### src/rtl/core/rtbt_pkg.sv
`timescale 1ns / 1ps
// Shared types and constants for the running tail bounds tracker.
// No dependencies.
package rtbt_pkg;

  localparam int MAX_TAIL_95  = 32;
  localparam int MAX_TAIL_99  = 8;
  localparam int SAMPLE_WIDTH = 32;

  // fill counts hold 0..depth, cell indexes 0..depth-1
  localparam int CNT95_W = $clog2(MAX_TAIL_95 + 1);
  localparam int CNT99_W = $clog2(MAX_TAIL_99 + 1);
  localparam int IDX95_W = (MAX_TAIL_95 > 1) ? $clog2(MAX_TAIL_95) : 1;
  localparam int IDX99_W = (MAX_TAIL_99 > 1) ? $clog2(MAX_TAIL_99) : 1;

  // configuration register fields
  localparam int KEEP95_W   = 6;
  localparam int KEEP99_W   = 4;
  localparam int CFG_IDX_W  = 1;
  localparam int CFG_DATA_W = 6;

  localparam logic [CFG_IDX_W-1:0] REG_KEEP_95 = 1'd0;
  localparam logic [CFG_IDX_W-1:0] REG_KEEP_99 = 1'd1;

  localparam logic [KEEP95_W-1:0] KEEP95_RST = 6'd25;
  localparam logic [KEEP99_W-1:0] KEEP99_RST = 4'd5;

  typedef logic signed [SAMPLE_WIDTH-1:0] sample_t;

  // per-cell controls from the store front end
  typedef struct packed {
    logic shift_en;  // request accepted: cells update this cycle
    logic desc;      // store ordered largest first
    logic beyond;    // cell index at or past the live count
  } cell_ctl_t;

endpackage

### src/rtl/core/rtbt_cell.sv
`timescale 1ns / 1ps
// One entry of a sorted insert chain: holds a sample, compares it with the
// incoming key and takes the key or its left neighbor. Depends on rtbt_pkg.
module rtbt_cell (
  input  logic                clk,
  input  rtbt_pkg::cell_ctl_t ctl,
  input  rtbt_pkg::sample_t   key,
  input  rtbt_pkg::sample_t   left_val,
  input  logic                left_take,
  output rtbt_pkg::sample_t   val,
  output logic                take
);
  import rtbt_pkg::*;

  sample_t val_r;
  sample_t val_nxt;

  // take: key belongs at or before this slot; monotone along the chain
  assign take = ctl.beyond || (ctl.desc ? (val_r < key) : (val_r > key));

  always_comb begin
    if (!take) begin
      val_nxt = val_r;
    end else if (left_take) begin
      val_nxt = left_val;
    end else begin
      val_nxt = key;
    end
  end

  always_ff @(posedge clk) begin
    if (ctl.shift_en) begin
      val_r <= val_nxt;
    end
  end

  assign val = val_r;

endmodule

### config.mk
export PLATFORM = sky130hd
export DESIGN_NAME = rtbt_cell
export DESIGN_NICKNAME = d
export VERILOG_FILES = /design/src/rtl/core/rtbt_pkg.sv /design/src/rtl/core/rtbt_cell.sv
export SDC_FILE = /design/constraint.sdc
export NUM_CORES = 1
export LEC_CHECK = 0
export ABC_AREA = 0
export BUFFER_PORTS_ARGS = -buffer_cell sky130_fd_sc_hd__buf_4
export CAP_MARGIN = 15
export CORE_MARGIN = 4
export CORE_UTILIZATION = 40
export CTS_CLUSTER_SIZE = 8
export DETAILED_ROUTE_END_ITERATION = 10
export PLACE_DENSITY_LB_ADDON = 0.25
export SYNTH_ARGS = -nofsm -noshare
export SYNTH_HDL_FRONTEND = slang
export SYNTH_SLANG_ARGS = --single-unit
### constraint.sdc
create_clock -name clk -period 8.8 [get_ports clk]
set_clock_uncertainty 0.1 [all_clocks]
set_input_delay 0.88 -clock clk [delete_from_list [all_inputs] [get_ports clk]]
set_output_delay 0.88 -clock clk [all_outputs]
set_load 0.05 [all_outputs]
==> results by group, run 1 <==
Status
  • Status: complete, no violations

Setup path
  • CP cell instances: buf_4 -> inv_1 -> ha_1 -> a21oi_1 -> o21ai_0 -> a22oi_1 -> a31oi_1 -> nor4_1 -> nor3_1 -> buf_4
  • Most common cell on crit path: buf_4
  • Worst Path Max Fanout: 2
  • Slowest cell on the critical path: nor4_1
  • Critical path type: input port to output pin
  • CP endpoint kind: output pin
  • Crit path DAT: 2.88 ns
  • Required time worst endpoint: 7.82 ns
  • Crit path launch type: input port
  • Crit-path max cell delay: 0.54 ns

Timing
  • RSZ-0062 raised after global routing: no
  • Fin. max-slew vios: 0
  • Slew HR: 41.8%
  • Minimum clock period: 3.86 ns
  • Final hold vios: 0
  • Maximum clock frequency: 259 MHz
  • Final Setup Violations: 0
  • Hold slack: 0.776 ns
  • Period utilisation layout: 43.9%
  • Worst Max-Slew Pin Slew: 0.869 ns
  • Final setup TNS: 0 ns

Logic synthesis
  • Synth top cells by count: 42 x nand2_1, 34 x inv_1, 34 x o21ai_0
  • Number of enable flip-flop cells after synthesis: 32
  • Cell taking the most area after synthesis: edfxtp_1
  • Sequential share of the synthesized area: 44.4%
  • Synthesized area: 0.00216 mm2
  • Top_reg_cell synth: edfxtp_1
  • Post-synth cell types: 30
  • Ranking of synthesized cells by area: edfxtp_1 44%, ha_1 19%, o21ai_0 7.9%
  • Synth Register Bits: 32
  • Yosys warns: 0
  • Fraction of registers with async set/reset: 0%
  • Top-area cell type share of the netlist area: 44.4%
  • Mapped Nets: 328
  • Syn Inst Count: 227
  • Syn avg cell area: 9.52 um2
  • Most frequent cell after synthesis: nand2_1

Power and ir drop
  • Power share of the clock group: 26.9%
  • PD cells: 166 mW/mm2
  • Comb pwr share: 34.6%
  • Sw Pwr: 178 uW
  • Switching share of power: 34.3%
  • P_leak: 1.54 nW
  • P_int: 340 uW
  • Flop pwr share: 38.5%
  • Peak supply drop: 0.112 mV

Clock network
  • Hold_buf cts: 0
  • Reg clk slew, reported paths: 0.07 ns
  • PostCTS Resize Cnt: 0
  • Clock sink total: 32
  • Inserted Clock Buffers: 5
  • H-tree depth: 2
  • Postcts setup bufs: 0
  • Max clock buf depth: 2
  • CTS root buf: clkbuf_8
  • Clock latency on the worst-skew pair: 0.28 ns
  • CTS tree: built

Detailed routing
  • Vias per cell: 4.85
  • Iteration-0 DRC Markers: 88
  • Drt first pass iters: 4
  • Final WL: 5200 um
  • Detail Route Antenna Nets: 0
  • Routed wire length per instance: 13.0 um
  • Via count of the routed design: 1,939
  • DRC Markers: 0

Layout
  • NumNets Final: 430
  • Fill cells: 458
  • Sequential cell area: 961 um2
  • Core Util, Final: 60.1%
  • Multi-input combinational cell area: 0.00106 mm2
  • Area Growth Syn to Fin: 43.8%
  • Max reg flops: 32
  • Share of layout cells above drive strength 1: 35.5%
  • # diodes: 0

Floorplan
  • Core Area: 0.00517 mm2
  • Die width: 81.5 um
  • Starting Density: 41.8%
  • Die area: 0.00665 mm2
  • Rows: 26
  • IO Pins: 102
  • Chip height: 81.5 um

Global routing
  • Antenna violations before repair: 0
  • Total grt overflow: 0
  • First-pass GRT wire length: 8260 um
  • Vias in the first global route: 1,809
  • Largest net degree at the start of global routing: 64
  • Total track usage: 16.2%

Placed design
  • Detailed Place HPWL: 4280 um
  • Final GP Congestion: 0.759
  • # port buffers: 101

Hold path
  • Hold Path Class: input port to register

Flow run
  • Total of max-cap violations: 0
-- worst max-delay path: cells and delay by family --
kind | cells | cell delay (ns)
buffers and inverters | 3 | 0.34
AND/OR/NAND/NOR | 2 | 0.68
adder cells (fa/ha/maj) | 1 | 0.30
AO/OA/AOI/OAI | 4 | 0.68
-- metrics by stage --
stage | worst slack (ns) | cell area [um2] | total power, mW | cells
floorplan | 4.37 | 2160 | 0.317 | 227
global placement | 4.89 | 3000 | 0.380 | 392
detailed placement | 4.80 | 3000 | 0.383 | 392
CTS | 4.92 | 3110 | 0.524 | 400
global route | 4.82 | 3110 | 0.549 | 400
finish | 4.94 | 3110 | 0.517 | 400
-- logic make-up after synthesis --
family | count (synthesis) | synth area share, %
adder cells (fa/ha/maj) | 32 | 18.5
XOR/XNOR | 1 | 0.405
buffers and inverters | 41 | 7.12
multiplexers | 1 | 0.521
flip-flops | 32 | 44.4
AND/OR/NAND/NOR | 61 | 13.8
AO/OA/AOI/OAI | 59 | 15.2
-- cell usage in the layout, fill, tap and decap left out, drive strengths merged, types with 2 or more instances in the layout --
cell type  count
nor2           4
o21ai         36
edfxtp        32
ha            32
inv           34
nand4          6
clkbuf         5
nand3          2
nand2         43
a21oi         14
buf          102
nor4           3
-- layer usage --
layer | global-route usage (%) | wire [um]
met1 | 21.3 | 2140
met3 | 4.82 | 344
met4 | 3.55 | 40
met2 | 26.4 | 2680
met5 | 0 | 0
-- final timing paths --
check	startpoint	to	slack [ns]	depth (start not counted)
worst max-delay path	key[7]	take	4.94	10
worst min-delay path	left_val[5]	val[5]	0.78	3
worst max register to register	val[15]	val[3]	5.48	8
worst min register to register	val[31]	val[20]	1.25	4
-- power groups by stage --
stage          clock, mW  combinational [mW]  sequential (mW)
6_report           0.139               0.179            0.199
5_1_grt            0.152               0.195            0.201
4_1_cts            0.143               0.181            0.199
3_5_place_dp           0               0.181            0.203
3_3_place_gp           0               0.178            0.202
2_1_floorplan          0              0.0614            0.255
-- final cells by class --
cell class              instances  area share, %
clock buffers                   5           2.21
clock inverters                 3           1.37
inverters                      34           4.10
multi-input cells             154           34.0
flip-flops and latches         32           30.9
well taps                      70           2.82
repair buffers                102           24.6
Power figures use the tool's default switching activity.
==> run 2: changes to the inputs <==
==> constraint.sdc (replaced) <==
create_clock -name clk -period 3.8 [get_ports clk]
set_clock_uncertainty 0.1 [all_clocks]
set_input_delay 0.38 -clock clk [delete_from_list [all_inputs] [get_ports clk]]
set_output_delay 0.38 -clock clk [all_outputs]
set_load 0.05 [all_outputs]
==> results by group, run 2 (same netlist as run 1, synthesis figures left out) <==
Placed design
  • Final GP Congestion: 0.750 (-1.1%)
  • Placed cell area: 0.00301 mm2 (+0.25%)
  • # port buffers: 101 (unchanged)
  • Post-Place Setup Slack: 0.913 ns (-3.88 ns)
  • Detailed Place HPWL: 4090 um (-4.5%)

Floorplan
  • Die width: 81.5 um (unchanged)
  • Rows: 26 (unchanged)
  • Core Area: 0.00517 mm2 (unchanged)
  • Starting Density: 41.8% (unchanged)
  • Chip height: 81.5 um (unchanged)
  • Die area: 0.00665 mm2 (unchanged)
  • IO Pins: 102 (unchanged)

Layout
  • Max reg flops: 32 (unchanged)
  • Area Growth Syn to Fin: 42.8%
  • # diodes: 0 (unchanged)
  • Most common cell after layout, fill and taps aside: buf_4
  • NumNets Final: 431 (+0.23%)
  • Core Util, Final: 59.7% (-0.41 points)
  • Most frequent cells in the layout: 103 x buf_4, 42 x nand2_1, 34 x inv_1, 34 x o21ai_0
  • Design Area, Final: 0.00309 mm2 (-0.68%)
  • Share of layout cells above drive strength 1: 35.3% (-0.11 points)

Hold path
  • Hold_sp: left_val[29]
  • Hold Path Class: input port to register
  • Worst hold endpoint: val[29]
  • Hold path depth: 3 (unchanged)

Clock network
  • Clock latency on the worst-skew pair: 0.28 ns (about the same)
  • H-tree depth: 2 (unchanged)
  • PostCTS Resize Cnt: 0 (unchanged)
  • Postcts setup bufs: 0 (unchanged)
  • Inserted Clock Buffers: 5 (unchanged)
  • CTS tree: built
  • CTS root buf: clkbuf_8
  • Hold_buf cts: 0 (unchanged)
  • Clock sink total: 32 (unchanged)
  • Max clock buf depth: 2 (unchanged)
  • Reg clk slew, reported paths: 0.07 ns (about the same)

Global routing
  • Largest net degree at the start of global routing: 64 (unchanged)
  • Total track usage: 15.3% (-0.87 points)
  • First-pass GRT wire length: 7710 um (-6.6%)
  • Vias in the first global route: 1,790 (-1.1%)
  • Total grt overflow: 0 (unchanged)
  • Antenna violations before repair: 0 (unchanged)

Timing
  • Final hold vios: 0 (unchanged)
  • Maximum clock frequency: 327 MHz
  • Final Setup Violations: 0 (unchanged)
  • Period utilisation layout: 80.4%
  • Fin. max-slew vios: 0 (unchanged)
  • Setup WS post-layout: 0.743 ns (-4.20 ns)
  • Minimum clock period: 3.06 ns
  • Final setup TNS: 0 ns (unchanged)
  • Slew HR: 60.1% (+18 points)
  • RSZ-0062 raised after global routing: no
  • Worst Max-Slew Pin Slew: 0.594 ns (-0.276 ns)

Setup path
  • CP delay by family, top: compound AO/OA/AOI/OAI gates
  • CP endpoint kind: output pin
  • Crit path DAT: 2.58 ns (-0.30 ns)
  • RR Endpoint: val[22]
  • Register-to-Register Path Depth: 8 (unchanged)
  • Reg-to-Reg Start: val[15]
  • Required time worst endpoint: 3.32 ns (-4.50 ns)
  • Reg2Reg Setup Slack: 1.04 ns (-4.44 ns)
  • Critical path type: register to output pin
  • Worst Path Max Fanout: 2 (unchanged)
  • Crit-path max cell delay: 0.47 ns (-0.07 ns)
  • Buf/Inv on CP: 1 (-2)
  • CP cell instances: ha_1 -> a21oi_1 -> o21ai_0 -> a221oi_1 -> nand2_1 -> nor4_1 -> nor3_1 -> buf_4
  • Crit path launch type: register
  • Slowest cell on the critical path: nor4_1

Power and ir drop
  • PD cells: 365 mW/mm2 (+120%)
  • Peak supply drop: 0.183 mV (+63%)
  • P_leak: 1.53 nW (-0.25%)
  • Final Power: 1.13 mW (+120%)

Detailed routing
  • Iteration-0 DRC Markers: 52 (-41%)
  • Routed wire length per instance: 12.6 um (-2.9%)
  • Detail Route Antenna Nets: 0 (unchanged)
  • Via count of the routed design: 1,922 (-0.88%)
  • Final WL: 5070 um (-2.7%)
  • DRC Markers: 0 (unchanged)
  • Vias per cell: 4.79 (-1.1%)
  • Drt first pass iters: 4 (unchanged)

Status
  • Status: complete, no violations

Flow run
  • Total of max-cap violations: 0 (unchanged)
run 2: cell types whose count changed in the layout (fill, tap and decap cells not counted):
cell	before	now
bufinv_16	1	0
clkinvlp_4	1	0
clkinv_1	0	1
buf_4	102	103
clkinv_2	1	2
run 2: power by group:
| part | switching [mW] | total (mW) | internal [mW] | leakage, nW |
|---|---|---|---|---|
| combinational | 0.261 | 0.416 | 0.155 | 1.18 |
| sequential | 0.0209 | 0.460 | 0.439 | 0.310 |
| clock | 0.126 | 0.250 | 0.124 | 0.0453 |
run 2: area by class of cell:
cell class | instances | area, um2
fill | 479 | 2080
multi-input combinational | 154 | 1060
sequential | 32 | 961
timing repair buffer | 103 | 773
inverter | 34 | 128
tap | 70 | 87.6
clock buffer | 5 | 68.8
clock inverter | 3 | 13.8
run 2: worst max-delay path by stage:
stage             from  endpoint  slack [ns]  cells past startpoint
2_1_floorplan  val[31]    val[0]        0.30                      7
3_3_place_gp   key[15]   val[30]        0.92                     10
3_5_place_dp   key[15]   val[30]        0.91                     10
4_1_cts        val[21]      take        0.73                      8
5_1_grt        val[23]      take        0.48                      8
6_report       val[21]      take        0.74                      8
run 2: worst min-delay path, stage by stage:
cell and delay [ns]:
buf_4 0.07, nand2_1 0.04, o21ai_0 0.05
run 2: routing by layer:
layer	routed length (um)	global-route usage (%)	vias up
li1	-	-	1005
met1	2180	18.6	856
met2	2470	26.1	55
met3	356	4.39	6
met4	60	5.07	0
met5	0	0	-
run 2: stage by stage:
step / std cells / hold WS [ns]
global placement: 393 / 0.557
CTS: 401 / 0.262
finish: 401 / 0.267
detailed placement: 393 / 0.563
global route: 401 / 0.264
floorplan: 227 / 0.467
==> run 3: changes to the inputs <==
==> constraint.sdc (replaced) <==
create_clock -name clk -period 2.7 [get_ports clk]
set_clock_uncertainty 0.1 [all_clocks]
set_input_delay 0.27 -clock clk [delete_from_list [all_inputs] [get_ports clk]]
set_output_delay 0.27 -clock clk [all_outputs]
set_load 0.05 [all_outputs]
==> results by group, run 3 (same netlist as run 1, synthesis figures left out) <==
Floorplan
  • Starting Density: 41.8% (unchanged)
  • Die width: 81.5 um (unchanged)
  • Rows: 26 (unchanged)
  • Die area: 0.00665 mm2 (unchanged)
  • IO Pins: 102 (unchanged)
  • Core Area: 0.00517 mm2 (unchanged)
  • Chip height: 81.5 um (unchanged)

Timing
  • Final hold vios: 0 (unchanged)
  • Final Setup Violations: 1 (+1)
  • Worst Max-Slew Pin Slew: 0.538 ns (-0.0560 ns)
  • Setup WS post-layout: -0.0248 ns (-0.768 ns)
  • Maximum clock frequency: 367 MHz
  • Period utilisation layout: 101%
  • Minimum clock period: 2.72 ns
  • RSZ-0062 raised after global routing: yes
  • Slew HR: 64.2% (+4.1 points)
  • Fin. max-slew vios: 0 (unchanged)
  • Hold slack: 0.161 ns (-0.106 ns)

Layout
  • Area Growth Syn to Fin: 60.0%
  • Most frequent cells in the layout: 111 x buf_4, 41 x nand2_1, 34 x inv_1
  • NumNets Final: 444 (+3.0%)
  • # diodes: 0 (unchanged)
  • Fill cells: 415 (-13%)
  • Sequential cell area: 961 um2 (unchanged)
  • Max reg flops: 32 (unchanged)
  • Design Area, Final: 0.00346 mm2 (+12%)
  • Share of layout cells above drive strength 1: 44.5% (+9.1 points)
  • Multi-input combinational cell area: 0.00131 mm2 (+24%)
  • Most common cell after layout, fill and taps aside: buf_4

Clock network
  • Clock sink total: 32 (unchanged)
  • Inserted Clock Buffers: 5 (unchanged)
  • Reg clk slew, reported paths: 0.07 ns (about the same)
  • Max clock buf depth: 2 (unchanged)
  • CTS tree: built
  • Clock latency on the worst-skew pair: 0.28 ns (about the same)
  • H-tree depth: 2 (unchanged)
  • CTS root buf: clkbuf_8

Detailed routing
  • Routed wire length per instance: 14.4 um (+14%)
  • Via count of the routed design: 2,025 (+5.4%)
  • DRC Markers: 0 (unchanged)
  • Met3 WL: 504 um (+42%)
  • Met1 WL: 2430 um (+11%)
  • Final WL: 5980 um (+18%)
  • WL met2: 3010 um (+22%)
  • Highest routed metal layer: met4
  • Vias per cell: 4.89 (+2.1%)
  • Drt first pass iters: 4 (unchanged)
  • Detail Route Antenna Nets: 0 (unchanged)
  • Iteration-0 DRC Markers: 45 (-13%)

Power and ir drop
  • Peak supply drop: 0.252 mV (+38%)
  • P_leak: 1.60 nW (+4.5%)
  • PD cells: 497 mW/mm2 (+36%)

Setup path
  • Register-to-Register Path Depth: 10 (+2)
  • Crit path DAT: 2.35 ns (-0.23 ns)
  • RR Endpoint: val[8]
  • CP endpoint kind: output pin
  • Reg-to-Reg Start: val[31]
  • Crit path launch type: register
  • CP Capture Point: take
  • Critical path type: register to output pin
  • Worst Setup SP: val[31]
  • Required time worst endpoint: 2.33 ns (-0.99 ns)
  • Reg2Reg Setup Slack: 0.04 ns (-1.00 ns)
  • Worst Path Max Fanout: 3 (+1)

Status
  • Status: complete, but fails checks
  • Failing checks: negative setup slack

Flow run
  • Total of max-cap violations: 0 (unchanged)

Placed design
  • Final GP Congestion: 0.748 (-0.24%)
  • Post-Place Setup Slack: 0.0919 ns (-0.821 ns)
  • Detailed Place HPWL: 4410 um (+7.7%)
  • # port buffers: 101 (unchanged)
  • Placed cell area: 0.00311 mm2 (+3.6%)

Global routing
  • Vias in the first global route: 1,931 (+7.9%)
  • Total track usage: 16.9% (+1.6 points)
  • First-pass GRT wire length: 8660 um (+12%)
  • Total grt overflow: 0 (unchanged)
  • Antenna violations before repair: 0 (unchanged)
  • Largest net degree at the start of global routing: 64 (unchanged)

Hold path
  • Hold Path Class: input port to register
  • Hold path depth: 3 (unchanged)
==> run 3: cell count changes in the layout (fill, tap and decap cells not counted), moves of 5 or more <==
cell   previous run  this run
buf_4           103       111
buf_6             0         5
ha_1             32        19
ha_4              0        13
==> run 3: report_power, final <==
group | switching [mW] | internal [mW] | leakage (nW)
clock | 0.175 | 0.179 | 0.0399
sequential | 0.0375 | 0.619 | 0.310
combinational | 0.416 | 0.291 | 1.25
==> run 3: worst max-delay path, stage by stage (launching register included) <==
cell	delay, ns
edfxtp_1	0.43
ha_4	0.33
nand4_4	0.14
nor4_4	0.31
nand2_2	0.11
a311o_1	0.35
a21oi_2	0.16
nor3_2	0.08
buf_6	0.17
==> run 3: worst min path at each step <==
| stage | start | end |
|---|---|---|
| 3_3_place_gp | left_val[9] | val[9] |
| 4_1_cts | left_val[29] | val[29] |
| 2_1_floorplan | left_val[30] | val[30] |
| 3_5_place_dp | left_val[12] | val[12] |
| 5_1_grt | left_val[19] | val[19] |
| 6_report | left_val[29] | val[29] |
==> run 3: area by class of cell <==
class / count / share of cell area, %
Tap cell: 70 / 2.53
Multi-Input combinational cell: 154 / 38.0
Inverter: 34 / 3.69
Clock buffer: 7 / 2.21
Sequential cell: 32 / 27.8
Clock inverter: 1 / 0.109
Timing Repair Buffer: 116 / 25.7
==> run 3: stage by stage <==
stage / cells / utilization, % / power, mW / TNS (ns)
3_5_place_dp: 393 / 60.2 / 1.29 / 0
6_report: 414 / 66.9 / 1.72 / -0.0248
2_1_floorplan: 227 / - / 1.06 / -24.02
3_3_place_gp: 393 / 60.2 / 1.27 / 0
5_1_grt: 414 / 66.9 / 1.81 / -1.73
4_1_cts: 403 / 62.9 / 1.65 / -0.00473
==> run 3: timing repair <==
action	CTS	global route
gates cloned	0	2
buffers inserted	2	9
pin swaps	4	14
hold buffers	0	0
resized for setup	8	21
setup endpoints to repair	1	33
==> run 3: layer usage <==
| metal | vias up | track usage [%] |
|---|---|---|
| met2 | 76 | 28.7 |
| met1 | 913 | 21.0 |
| met5 | - | 0 |
| met4 | 0 | 4.56 |
| li1 | 1030 | - |
| met3 | 6 | 4.82 |
